## src/rtl/rrfr_pkg.sv

```systemverilog
package rrfr_pkg;

  localparam int FrameDepth = 26;
  localparam int MaxPayload = 20;
  localparam int LenLimit   = (MaxPayload < FrameDepth - 6) ? MaxPayload : FrameDepth - 6;
  localparam int HeldW      = $clog2(FrameDepth + 1);
  localparam int IdxW       = $clog2(FrameDepth);
  localparam int LenW       = 5;
  localparam int CfgIdxW    = 3;

  localparam logic [15:0] ChConnect = 16'h0100;
  localparam logic [15:0] ChState   = 16'h0101;
  localparam logic [15:0] ChMotion  = 16'h0102;
  localparam logic [15:0] ChAnalog0 = 16'h0120;
  localparam logic [15:0] ChAnalog3 = 16'h0123;
  localparam logic [8:0]  SumMod    = 9'h0FF;

  typedef enum logic [CfgIdxW-1:0] {
    CFG_START     = 3'd0,
    CFG_READ      = 3'd1,
    CFG_WRITE     = 3'd2,
    CFG_WRITE_ACK = 3'd3,
    CFG_HIGHEST   = 3'd4
  } cfg_idx_e;

  typedef enum logic [2:0] {
    KIND_CONNECT   = 3'd0,
    KIND_STATE     = 3'd1,
    KIND_MOTION    = 3'd2,
    KIND_ANALOG    = 3'd3,
    KIND_WRITE     = 3'd4,
    KIND_WRITE_ACK = 3'd5
  } kind_e;

  typedef struct packed {
    logic append;
    logic drop;
    logic load_read;
    logic check_init;
    logic rot_step;
    logic load_write;
    logic clear;
  } rrfr_cmd_t;

  typedef struct packed {
    logic drop;
    logic wait_more;
    logic read_hit;
    logic write_hit;
    logic rot_last;
    logic sum_ok;
    logic emit_last;
    logic out_free;
  } rrfr_status_t;

endpackage

```

## src/rtl/rrfr_datapath.sv

```systemverilog
module rrfr_datapath (
  input  logic                           clk_i,
  input  logic                           rst_ni,
  input  logic                           cfg_we_i,
  input  logic [rrfr_pkg::CfgIdxW-1:0]   cfg_index_i,
  input  logic [7:0]                     cfg_data_i,
  input  logic [7:0]                     rx_byte_i,
  input  rrfr_pkg::rrfr_cmd_t            cmd_i,
  output rrfr_pkg::rrfr_status_t         status_o,
  output logic                           out_valid_o,
  input  logic                           out_ready_i,
  output logic [2:0]                     out_event_kind_o,
  output logic [15:0]                    out_channel_o,
  output logic [1:0]                     out_analog_pin_o,
  output logic [4:0]                     out_payload_length_o,
  output logic [7:0]                     out_payload_byte_o,
  output logic [4:0]                     out_byte_index_o,
  output logic                           out_last_o,
  output logic                           out_first_connect_o
);

  localparam int D = rrfr_pkg::FrameDepth;

  logic [7:0] start_q, read_q, write_q, write_ack_q, highest_q;
  logic [7:0] store_q [D];
  logic [7:0] rotated [D];
  logic [rrfr_pkg::HeldW-1:0] held_q;
  logic                       conn_q;
  logic [rrfr_pkg::IdxW-1:0]  rot_cnt_q;
  logic [7:0]                 sum_q;
  logic                       ok_q;
  logic [rrfr_pkg::LenW-1:0]  len_q, emit_idx_q;
  rrfr_pkg::kind_e            wkind_q;

  logic                       full;
  logic [rrfr_pkg::IdxW-1:0]  wr_idx;
  logic [15:0]                ch;
  logic [8:0]                 sum_add;
  logic [7:0]                 sum_d;
  logic [rrfr_pkg::HeldW-1:0] chk_pos;
  logic                       at_chk;
  logic                       is_connect, is_analog;
  rrfr_pkg::kind_e            rkind;

  for (genvar g = 0; g < D; g++) begin : g_rot
    assign rotated[g] = store_q[(g + 1) % D];
  end

  assign full   = (held_q >= rrfr_pkg::HeldW'(D));
  assign wr_idx = full ? rrfr_pkg::IdxW'(D - 1) : held_q[rrfr_pkg::IdxW-1:0];
  assign ch     = {store_q[2], store_q[3]};

  always_ff @(posedge clk_i or negedge rst_ni) begin
    if (!rst_ni) begin
      start_q     <= 8'd0;
      read_q      <= 8'd0;
      write_q     <= 8'd1;
      write_ack_q <= 8'd2;
      highest_q   <= 8'd3;
    end else if (cfg_we_i) begin
      unique case (cfg_index_i)
        rrfr_pkg::CFG_START:     start_q     <= cfg_data_i;
        rrfr_pkg::CFG_READ:      read_q      <= cfg_data_i;
        rrfr_pkg::CFG_WRITE:     write_q     <= cfg_data_i;
        rrfr_pkg::CFG_WRITE_ACK: write_ack_q <= cfg_data_i;
        rrfr_pkg::CFG_HIGHEST:   highest_q   <= cfg_data_i;
        default: ;
      endcase
    end
  end

  // Running checksum modulo 255; the partial sum stays below 255.
  assign sum_add = {1'b0, sum_q} + {1'b0, store_q[0]};
  assign sum_d   = (sum_add >= rrfr_pkg::SumMod) ? 8'(sum_add - rrfr_pkg::SumMod) : sum_add[7:0];
  assign chk_pos = rrfr_pkg::HeldW'(len_q) + rrfr_pkg::HeldW'(5);
  assign at_chk  = (rrfr_pkg::HeldW'(rot_cnt_q) == chk_pos);

  // Frame classification on the bytes at the head of the store.
  always_comb begin
    status_o.rot_last  = (rot_cnt_q == rrfr_pkg::IdxW'(D - 1));
    status_o.sum_ok    = ok_q;
    status_o.emit_last = (len_q == '0) || (emit_idx_q == len_q - rrfr_pkg::LenW'(1));
    status_o.out_free  = !out_valid_o || out_ready_i;
    status_o.drop      = 1'b0;
    status_o.wait_more = 1'b0;
    status_o.read_hit  = 1'b0;
    status_o.write_hit = 1'b0;
    if (held_q != '0 && store_q[0] != start_q) begin
      status_o.drop = 1'b1;
    end else if (held_q < rrfr_pkg::HeldW'(2)) begin
      status_o.wait_more = 1'b1;
    end else if (store_q[1] > highest_q) begin
      status_o.drop = 1'b1;
    end else if (held_q < rrfr_pkg::HeldW'(4)) begin
      status_o.wait_more = 1'b1;
    end else if (ch == rrfr_pkg::ChConnect) begin
      if (store_q[1] == read_q) begin
        status_o.read_hit = 1'b1;
      end else if (store_q[1] == write_q || store_q[1] == write_ack_q) begin
        if (held_q < rrfr_pkg::HeldW'(5)) begin
          status_o.wait_more = 1'b1;
        end else if (store_q[4] > 8'(rrfr_pkg::LenLimit)) begin
          status_o.drop = 1'b1;
        end else if (9'(held_q) < 9'(store_q[4]) + 9'd6) begin
          status_o.wait_more = 1'b1;
        end else begin
          status_o.write_hit = 1'b1;
        end
      end else begin
        status_o.drop = 1'b1;
      end
    end else if (store_q[1] == read_q && (ch == rrfr_pkg::ChState || ch == rrfr_pkg::ChMotion ||
             (ch >= rrfr_pkg::ChAnalog0 && ch <= rrfr_pkg::ChAnalog3))) begin
      status_o.read_hit = 1'b1;
    end else begin
      status_o.drop = 1'b1;
    end
  end

  assign is_connect = (ch == rrfr_pkg::ChConnect);
  assign is_analog  = (ch >= rrfr_pkg::ChAnalog0 && ch <= rrfr_pkg::ChAnalog3);

  always_comb begin
    if (is_connect) rkind = rrfr_pkg::KIND_CONNECT;
    else if (ch == rrfr_pkg::ChState) rkind = rrfr_pkg::KIND_STATE;
    else if (ch == rrfr_pkg::ChMotion) rkind = rrfr_pkg::KIND_MOTION;
    else rkind = rrfr_pkg::KIND_ANALOG;
  end

  always_ff @(posedge clk_i) begin
    for (int i = 0; i < D; i++) begin
      if (cmd_i.append) begin
        if (full) begin
          store_q[i] <= (i == D - 1) ? rx_byte_i : rotated[i];
        end else if (rrfr_pkg::IdxW'(i) == wr_idx) begin
          store_q[i] <= rx_byte_i;
        end
      end else if (cmd_i.drop || cmd_i.rot_step || cmd_i.load_write) begin
        store_q[i] <= rotated[i];
      end
    end
  end

  always_ff @(posedge clk_i or negedge rst_ni) begin
    if (!rst_ni) begin
      held_q <= '0;
      conn_q <= 1'b0;
    end else begin
      if (cmd_i.clear) begin
        held_q <= '0;
      end else if (cmd_i.append) begin
        held_q <= full ? held_q : held_q + rrfr_pkg::HeldW'(1);
      end else if (cmd_i.drop && held_q != '0) begin
        held_q <= held_q - rrfr_pkg::HeldW'(1);
      end
      if (cmd_i.load_read && is_connect) conn_q <= 1'b1;
    end
  end

  always_ff @(posedge clk_i) begin
    if (cmd_i.check_init) begin
      rot_cnt_q  <= '0;
      sum_q      <= 8'd0;
      ok_q       <= 1'b0;
      emit_idx_q <= '0;
      len_q      <= store_q[4][rrfr_pkg::LenW-1:0];
      wkind_q    <= (store_q[1] == write_ack_q) ? rrfr_pkg::KIND_WRITE_ACK
                                                : rrfr_pkg::KIND_WRITE;
    end else if (cmd_i.rot_step) begin
      rot_cnt_q <= rot_cnt_q + rrfr_pkg::IdxW'(1);
      if (rrfr_pkg::HeldW'(rot_cnt_q) < chk_pos) sum_q <= sum_d;
      if (at_chk) ok_q <= (sum_q == store_q[0]);
    end else if (cmd_i.load_write) begin
      emit_idx_q <= emit_idx_q + rrfr_pkg::LenW'(1);
    end
  end

  always_ff @(posedge clk_i or negedge rst_ni) begin
    if (!rst_ni) begin
      out_valid_o <= 1'b0;
    end else if (cmd_i.load_read || cmd_i.load_write) begin
      out_valid_o <= 1'b1;
    end else if (out_ready_i) begin
      out_valid_o <= 1'b0;
    end
  end

  always_ff @(posedge clk_i) begin
    if (cmd_i.load_read) begin
      out_event_kind_o     <= rkind;
      out_channel_o        <= ch;
      out_analog_pin_o     <= is_analog ? 2'(ch - rrfr_pkg::ChAnalog0) : 2'd0;
      out_payload_length_o <= '0;
      out_payload_byte_o   <= 8'd0;
      out_byte_index_o     <= '0;
      out_last_o           <= 1'b1;
      out_first_connect_o  <= is_connect && !conn_q;
    end else if (cmd_i.load_write) begin
      out_event_kind_o     <= wkind_q;
      out_channel_o        <= rrfr_pkg::ChConnect;
      out_analog_pin_o     <= 2'd0;
      out_payload_length_o <= len_q;
      out_payload_byte_o   <= (len_q == '0) ? 8'd0 : store_q[5];
      out_byte_index_o     <= emit_idx_q;
      out_last_o           <= status_o.emit_last;
      out_first_connect_o  <= 1'b0;
    end
  end

endmodule

```

## src/rtl/rrfr_ctrl.sv

```systemverilog
module rrfr_ctrl (
  input  logic                   clk_i,
  input  logic                   rst_ni,
  input  logic                   in_valid_i,
  output logic                   in_ready_o,
  input  rrfr_pkg::rrfr_status_t status_i,
  output rrfr_pkg::rrfr_cmd_t    cmd_o
);

  typedef enum logic [4:0] {
    ST_IDLE   = 5'b00001,
    ST_PARSE  = 5'b00010,
    ST_CHECK  = 5'b00100,
    ST_VERIFY = 5'b01000,
    ST_EMIT   = 5'b10000
  } state_e;

  state_e state_q, state_d;

  assign in_ready_o = (state_q == ST_IDLE);

  always_comb begin
    state_d = state_q;
    cmd_o   = '0;
    unique case (state_q)
      ST_IDLE: begin
        if (in_valid_i) begin
          cmd_o.append = 1'b1;
          state_d      = ST_PARSE;
        end
      end
      ST_PARSE: begin
        priority if (status_i.drop) begin
          cmd_o.drop = 1'b1;
        end else if (status_i.wait_more) begin
          state_d = ST_IDLE;
        end else if (status_i.read_hit) begin
          // Hold the decision until the output register can take the item.
          if (status_i.out_free) begin
            cmd_o.load_read = 1'b1;
            cmd_o.clear     = 1'b1;
            state_d         = ST_IDLE;
          end
        end else if (status_i.write_hit) begin
          cmd_o.check_init = 1'b1;
          state_d          = ST_CHECK;
        end
      end
      ST_CHECK: begin
        // A full rotation of the store brings it back to frame order.
        cmd_o.rot_step = 1'b1;
        if (status_i.rot_last) state_d = ST_VERIFY;
      end
      ST_VERIFY: begin
        if (status_i.sum_ok) begin
          state_d = ST_EMIT;
        end else begin
          cmd_o.drop = 1'b1;
          state_d    = ST_PARSE;
        end
      end
      ST_EMIT: begin
        if (status_i.out_free) begin
          cmd_o.load_write = 1'b1;
          if (status_i.emit_last) begin
            cmd_o.clear = 1'b1;
            state_d     = ST_IDLE;
          end
        end
      end
      default: state_d = ST_IDLE;
    endcase
  end

  always_ff @(posedge clk_i or negedge rst_ni) begin
    if (!rst_ni) state_q <= ST_IDLE;
    else         state_q <= state_d;
  end

endmodule

```

## src/rtl/resyncing_request_frame_receiver_top.sv

```systemverilog
// Request frame receiver for a serial byte stream.
// Input channel: one received byte per item on rx_byte_i (in_valid_i / in_ready_o).
// Output channel: one event item per result (out_valid_o / out_ready_i). A read
// request gives one item; a command write gives one item per payload byte, with
// out_last_o on the final one (an empty write gives a single item).
// Configuration: cfg_we_i writes cfg_data_i into the register cfg_index_i
// (start byte, read, write, write-with-ack and highest request codes).
// Bytes are taken one at a time: a new byte is accepted only when idle. A byte
// that completes nothing is parsed and the block returns to idle; bytes that
// cannot start a frame are dropped while resynchronizing. A write frame
// checksum check starts in the parse state, rotates the frame store once in
// the check state and decides in the verify state; a failed check then resumes
// parsing. Payload items are loaded in the emit state, each once the output
// register is free; a read result is loaded from the parse state likewise.
// When the receiver stalls, the output register holds its item; the next byte
// is still taken, and the block waits only when a new item is ready to load.
// Reset clears the held byte count, the connect flag and the registers to their
// default codes; the frame store itself needs no clearing.
module resyncing_request_frame_receiver_top (
  input  logic                         clk_i,
  input  logic                         rst_ni,
  input  logic                         cfg_we_i,
  input  logic [rrfr_pkg::CfgIdxW-1:0] cfg_index_i,
  input  logic [7:0]                   cfg_data_i,
  input  logic                         in_valid_i,
  output logic                         in_ready_o,
  input  logic [7:0]                   rx_byte_i,
  output logic                         out_valid_o,
  input  logic                         out_ready_i,
  output logic [2:0]                   event_kind_o,
  output logic [15:0]                  channel_o,
  output logic [1:0]                   analog_pin_o,
  output logic [4:0]                   payload_length_o,
  output logic [7:0]                   payload_byte_o,
  output logic [4:0]                   byte_index_o,
  output logic                         last_o,
  output logic                         first_connect_o
);

  rrfr_pkg::rrfr_cmd_t    cmd;
  rrfr_pkg::rrfr_status_t status;

  rrfr_ctrl u_ctrl (
    .clk_i      (clk_i),
    .rst_ni     (rst_ni),
    .in_valid_i (in_valid_i),
    .in_ready_o (in_ready_o),
    .status_i   (status),
    .cmd_o      (cmd)
  );

  rrfr_datapath u_datapath (
    .clk_i                (clk_i),
    .rst_ni               (rst_ni),
    .cfg_we_i             (cfg_we_i),
    .cfg_index_i          (cfg_index_i),
    .cfg_data_i           (cfg_data_i),
    .rx_byte_i            (rx_byte_i),
    .cmd_i                (cmd),
    .status_o             (status),
    .out_valid_o          (out_valid_o),
    .out_ready_i          (out_ready_i),
    .out_event_kind_o     (event_kind_o),
    .out_channel_o        (channel_o),
    .out_analog_pin_o     (analog_pin_o),
    .out_payload_length_o (payload_length_o),
    .out_payload_byte_o   (payload_byte_o),
    .out_byte_index_o     (byte_index_o),
    .out_last_o           (last_o),
    .out_first_connect_o  (first_connect_o)
  );

endmodule

```

## config.mk

```make
export PLATFORM = sky130hd
export DESIGN_NAME = resyncing_request_frame_receiver_top
export DESIGN_NICKNAME = d
export VERILOG_FILES = /design/src/rtl/rrfr_pkg.sv /design/src/rtl/rrfr_datapath.sv /design/src/rtl/rrfr_ctrl.sv /design/src/rtl/resyncing_request_frame_receiver_top.sv
export SDC_FILE = /design/constraint.sdc
export NUM_CORES = 1
export LEC_CHECK = 0
export BUFFER_PORTS_ARGS = -buffer_cell sky130_fd_sc_hd__clkbuf_2
export CAP_MARGIN = 40
export CORE_MARGIN = 8
export CORE_UTILIZATION = 55
export CTS_CLUSTER_DIAMETER = 60
export DETAILED_ROUTE_END_ITERATION = 6
export PLACE_DENSITY = 0.72
export SYNTH_ARGS = -nofsm -noshare
export SYNTH_HDL_FRONTEND = slang
export SYNTH_SLANG_ARGS = --single-unit
```

## constraint.sdc

```tcl
create_clock -name clk_i -period 4.9 [get_ports clk_i]
set_input_delay 0.98 -clock clk_i [delete_from_list [all_inputs] [get_ports clk_i]]
set_output_delay 0.98 -clock clk_i [all_outputs]
set_load 0.02 [all_outputs]
```

Yosys cells after proc, flatten, opt, wreduce, memory -nomap -nowiden
Memory sizes are Yosys's and may differ from the RTL's.
Index checks and enable logic that the tools add are counted.
W data, S select, Z words.

operators by class
  bitwise logic cells = 53
  reductions and logical operators = 33
  eq/ne operators = 53
  add/sub/neg operators = 10
  magnitude comparators = 11
  multiplexer cells = 244

operators by type and width
  operator               number
  $mux W8                54
  $mux W1                154
  $mux W5                15
  $or A1 B1 Y1           52
  $eq A5 B5 Y1 const A   10
  $eq A16 B9 Y1 const B  3
  $eq A4 B5 Y1 const A   8
  $eq A8 B8 Y1           4
  $mux W16               2
  $pmux W5 S5            1
  $eq A3 B5 Y1 const A   4
  $mux W2                10
  $mux W3                6
  $reduce_and A2 Y1      9
  $ge A16 B9 Y1 const B  1
  $le A16 B9 Y1 const B  1
  $add A5 B1 Y5 const B  3
  $eq A2 B5 Y1 const A   2
  $eq A5 B5 Y1           2
  $eq A5 B5 Y1 const B   2
  $logic_not A5 Y1       2
  $lt A5 B3 Y1 const B   2
  $ne A2 B2 Y1 const B   5
  $sub A5 B1 Y5 const B  2
  other kinds (33)       50

storage, ports and cells
  memory bits (writable) = 208
  input bits = 24
  word-level logic and storage cells = 428
  output and inout port bits = 43
  bits in registers = 120
  memories = 1

memories
  name                words  bits a word  read ports  clocked after Yosys merged registers in  write ports  RTL line             source
  u_datapath.store_q  26     8            26          0                                        26           rrfr_datapath.sv:25  logic [7:0] store_q [D];

Longest topological paths before layout
An unclocked memory read counts as a cell.

  depth after elaboration = 21
  depth in mapped cells = 14
  mapped depth without buffers = 12

Hierarchy
A second synthesis with hierarchy kept.

unflattened totals
  cell total of the unflattened synthesis = 1123
  area total of the unflattened synthesis = 15534.9 µm²

modules (own cells, without submodules)
  module         seq. area each (µm²)  times used  area an instance (µm²)  cells an instance
  rrfr_datapath  9028.7                1           15048.2                 1064
  rrfr_ctrl      126.4                 1           486.7                   59

Worst setup path before layout
No wires, ideal clock.

  kind = register -> register
  from = mem u_datapath.store_q[1][3], in the netlist u_datapath.store_q[0][11]
  to = mem u_datapath.store_q[1][2], in the netlist u_datapath.store_q[0][10] (enable)
  data required time = 4516 ps
  cell stages (with the launch flop) = 11
  path slack = 1968 ps
  buffers on the path = 1
  arrival time = 2548 ps
  clock period less this slack = 2932 ps
  setup time = 384 ps
  cells stage by stage = edfxtp_1 > ha_1 > and4b_1 > a211oi_1 > or4_1 > a311oi_1 > a211oi_2 > nand3_2 > nor2_1 > buf_2 > o21ai_0

RTL lines
  what         RTL line
  from (decl)  rrfr_datapath.sv:25

==> results <==
- The run finished with clean final reports.
- The final critical path time including I/O delays and setup is 3.533 ns.
- The worst min-delay path class is reg -> reg.
- The max-cap check violation count is 0.
- The most common cell after layout, fill and taps aside is sky130_fd_sc_hd__mux2_2.
- Entering global routing, the biggest net connects 53 pins.
- The placer congestion estimate is 0.9025.
- The maximum clock insertion buffer count is 3.
- The source-to-sink clock delay at the later pin of the worst-skew pair is 0.51 ns.
- The internal portion of total power is 7.200 mW.
- The number of cells upsized or downsized after cts is 0.
- The number of global-route vias before repair was 9,650.
- Of the cells placed in the final design, the portion with a size suffix greater than 1 is 0.3405.
- The post-CTS setup-driven buffer insertion count is 0.
- The clock sink count is 326.
- Data on the critical path arrives at its endpoint at 3.73 ns.
- The total power of the final layout is 10.36 mW.
- Measured along the x axis, the die boundary spans 184.5 um.
- Of the total power, the share spent switching nets is 0.3050.
- The final sum of negative setup slack is 0 ns.
- The global-route wire length before repair is 52.19 mm.
- Of all nets on the critical path, the largest fanout is 14.
- In this run the vertical extent of the chip is 184.5 um.
- The critical hold path startpoint is u_datapath.out_payload_length_o[2].
- The library cell with the largest summed area after synthesis is sky130_fd_sc_hd__edfxtp_1.
- The Yosys warning count is 0.
- TritonCTS built the clock tree.
- Setup slack on the worst reg-to-reg path comes out at 1.37 ns.
- In this run the cell area of the synthesized design comes to 0.01562 mm2.
- The number of DRC markers in iteration 0 is 610.
- The final count of pins violating max slew came to 0.
- The half-perimeter wire length of the detailed placement result is 22.22 mm.
- The synthesized design contains 236 enable-type register cells.
- The number of detailed-route iterations in the first pass is 5.
- The clock group share of total power is 0.259.
- Counting the buffers created by CTS gives 37.
- The critical path startpoint category is a flip-flop.
- The share of total power dissipated in sequential elements is 0.475.
- The detail route stage leaves a number of antenna-violating nets equal to 0.
- The quantity of hold-fixing buffers added after cts is 0.
- The worst register-to-register path ends at u_datapath.store_q[0][97].
- The core region is 0.02786 mm2.
- The analysis attributes to cell leakage a power of 6.459 nW.
- The worst vdd rail ir drop is 504.5 uV.
- The initial antenna violation count is 0.
- Of the total power, combinational logic draws 0.266.
- The repair_antennas step left the layout with diodes totalling 0.
- Across every metal layer, demand over resource in global routing totals 0.1916.
- The area share of the largest cell type after synthesis is 0.4537.
- Setup repair after global routing left no endpoint under its margin.
- Of the available clock period, the critical path in the final layout requires 0.7210.
- The total number of nets in the final design is 1,333.
- In this run the power spent charging and discharging nets is 3.159 mW.
- The number of failing hold endpoints at the final stage came to 0.
- The synthesis-stage register bit count is 326.
- The kind of capture point of the worst setup path is a flip-flop.
- The mean routed wirelength per cell is 19.39 um.
- After detailed routing, the number of remaining DRC violations is 0.
- STA puts the critical path data required time at 5.10 ns.
- The critical path start-end classification is reg -> reg.
- Summed over all layers, the routed wires come to 32.50 mm.
- Clock-pin slew was measured on the worst setup and hold paths at 0.06 ns.
- Setup violations remaining at the end of the flow were counted as 0.
- The site row count is 61.
- From synthesis to final layout, the design area changed by 12.87%.
- The length in cells of the worst reg-to-reg path is 11.
- Static timing analysis puts the maximum clock frequency at 0.2831 GHz.
- The worst setup skew after layout is 0.01602 ns.
- After synthesis, the cell types taking the most area are sky130_fd_sc_hd__edfxtp_1, sky130_fd_sc_hd__mux2_2, sky130_fd_sc_hd__dfrtp_1.
- Power spread over the standard cell area amounts to 587.5 mW/mm2.
- In the routed layout, each cell is associated on average with a via count of 5.758.
- During placement, the flow inserted port buffers numbering 66.
- Counting every instance in the synthesized netlist gives 1,172.
- Measured against its own limit, the worst slew margin works out to 0.5235.
- At the pin with the least slew margin, the transition time is 0.7122 ns.
- The number of H-tree branching levels is 2.
- The number of vias in the routed layout is 9,650.
- The number of different library cells in the post-synthesis netlist is 76.
- The source of the worst register-to-register timing path is u_datapath.store_q[0][13].
- The clock root buffer is sky130_fd_sc_hd__clkbuf_16.
- The total congestion overflow is 0.
- The most frequently used flop master after synthesis is sky130_fd_sc_hd__edfxtp_1.
- The share of the Yosys chip area taken by registers is 0.5861.
- The die covers 0.03405 mm2.
- The top cell types in the final layout, fill and taps aside, are sky130_fd_sc_hd__mux2_2, sky130_fd_sc_hd__edfxtp_1, sky130_fd_sc_hd__nand2_1.
- The number of top-level design ports is 67.
- The worst hold path terminates at u_datapath.out_payload_length_o[2].
- The starting utilization of the core area is 0.5607.
- The average instance in the mapped netlist occupies 13.33 um2.
- The worst hold path passes through 2 cells.
- The proportion of register bits with asynchronous set or reset after synthesis is 0.1595.
worst max path at each step:
stage	start	end	slack, ns	depth (start not counted)
after floorplan	u_datapath.store_q[0][11]	u_datapath.store_q[0][10]	1.97	10
after global routing	u_datapath.store_q[0][10]	u_datapath.store_q[0][98]	1.19	11
after global placement	u_datapath.store_q[0][11]	u_datapath.store_q[0][97]	1.41	10
final	u_datapath.store_q[0][13]	u_datapath.store_q[0][97]	1.37	11
after detailed placement	u_datapath.store_q[0][13]	u_datapath.store_q[0][97]	1.45	11
after CTS	u_datapath.store_q[0][13]	u_datapath.store_q[0][97]	1.41	11
through the flow:
stage	setup slack [ns]	utilization	cells	instance area (um2)	hold slack [ns]
after floorplan	1.968	-	1183	15660	0.4286
after global routing	1.195	0.6329	1676	17630	0.4708
after detailed placement	1.451	0.5908	1611	16460	0.4455
after CTS	1.412	0.6329	1676	17630	0.4543
after global placement	1.414	0.5860	1587	16330	0.4393
final	1.367	0.6329	1676	17630	0.4520
synthesized netlist by cell type, types with 3 or more instances:
library cell / instances
sky130_fd_sc_hd__and3_1: 5
sky130_fd_sc_hd__inv_1: 26
sky130_fd_sc_hd__mux2i_1: 6
sky130_fd_sc_hd__buf_1: 5
sky130_fd_sc_hd__nor2_2: 21
sky130_fd_sc_hd__nor2_1: 53
sky130_fd_sc_hd__clkbuf_1: 34
sky130_fd_sc_hd__dfstp_2: 5
sky130_fd_sc_hd__ha_1: 35
sky130_fd_sc_hd__mux2_2: 238
sky130_fd_sc_hd__nand3b_1: 6
sky130_fd_sc_hd__or3_1: 6
sky130_fd_sc_hd__a211o_1: 3
sky130_fd_sc_hd__xnor2_1: 44
sky130_fd_sc_hd__o21a_1: 6
sky130_fd_sc_hd__a21o_1: 10
sky130_fd_sc_hd__xor2_1: 12
sky130_fd_sc_hd__nor3_1: 21
sky130_fd_sc_hd__edfxtp_1: 236
sky130_fd_sc_hd__nand4_1: 14
sky130_fd_sc_hd__nand3_1: 26
sky130_fd_sc_hd__nand2b_1: 6
sky130_fd_sc_hd__a211oi_1: 10
sky130_fd_sc_hd__a21oi_1: 40
sky130_fd_sc_hd__or2_2: 3
sky130_fd_sc_hd__nor2b_1: 7
sky130_fd_sc_hd__buf_4: 3
sky130_fd_sc_hd__buf_2: 7
sky130_fd_sc_hd__o21ai_0: 54
sky130_fd_sc_hd__o2111ai_1: 4
sky130_fd_sc_hd__nor4_1: 7
sky130_fd_sc_hd__nand2_1: 73
sky130_fd_sc_hd__dfxtp_1: 38
sky130_fd_sc_hd__nand3_2: 4
sky130_fd_sc_hd__and2_1: 4
sky130_fd_sc_hd__dfrtp_1: 47
metal layers:
layer / vias to the layer above / part of all wire / GRT usage
li1: 4573 / - / -
met1: 4810 / 0.45 / 0.2536
met3: 61 / 0.044 / 0.03131
met2: 206 / 0.48 / 0.3209
met5: - / 0 / 0
met4: 0 / 0.022 / 0.05679
flip-flops by register name (all words and copies together), names as in the netlist, 8 cells and up:
| name | cells |
|---|---|
| u_datapath.highest_q | 8 |
| u_datapath.out_channel_o | 16 |
| u_datapath.out_payload_byte_o | 8 |
| u_datapath.read_q | 8 |
| u_datapath.start_q | 8 |
| u_datapath.store_q | 208 |
| u_datapath.sum_q | 8 |
| u_datapath.write_ack_q | 8 |
| u_datapath.write_q | 8 |
cell families after synthesis:
kind of cell / count (synthesis) / share of synthesized area
compound gates: 150 / 0.05975
xor+xnor: 57 / 0.03244
fa+ha+maj: 37 / 0.03060
buf+inv: 76 / 0.02002
flops: 326 / 0.5861
mux: 244 / 0.1754
other cells: 2 / 0.0004808
simple gates: 280 / 0.09523
layout make-up:
type / instances / area [um2]
Multi-Input combinational cell: 781 / 6195
Sequential cell: 326 / 9155
Clock buffer: 44 / 972.2
Timing Repair Buffer: 100 / 538.0
Fill cell: 2105 / 10230
Inverter: 26 / 97.59
Clock inverter: 21 / 201.4
Tap cell: 378 / 473.0
critical path, cell delays in order, from the launching register on:
cell	delay (ns)
sky130_fd_sc_hd__edfxtp_1	0.51
sky130_fd_sc_hd__ha_1	0.37
sky130_fd_sc_hd__nand4_1	0.15
sky130_fd_sc_hd__nor2_1	0.09
sky130_fd_sc_hd__or4_1	0.53
sky130_fd_sc_hd__a311oi_1	0.35
sky130_fd_sc_hd__a211oi_2	0.11
sky130_fd_sc_hd__nand3_2	0.26
sky130_fd_sc_hd__nor2_1	0.11
sky130_fd_sc_hd__buf_4	0.22
sky130_fd_sc_hd__o21ai_0	0.23
sky130_fd_sc_hd__buf_2	0.29
power groups by stage:
stage	Clock [mW]	Combinational, mW	Sequential (mW)
after detailed placement	0	2.73	4.96
after global routing	2.84	3.04	5.02
after CTS	2.73	2.76	4.92
final	2.68	2.75	4.92
after global placement	0	2.55	4.97
after floorplan	0	2.13	4.72
Note: power is estimated with default switching activity, not from simulation.
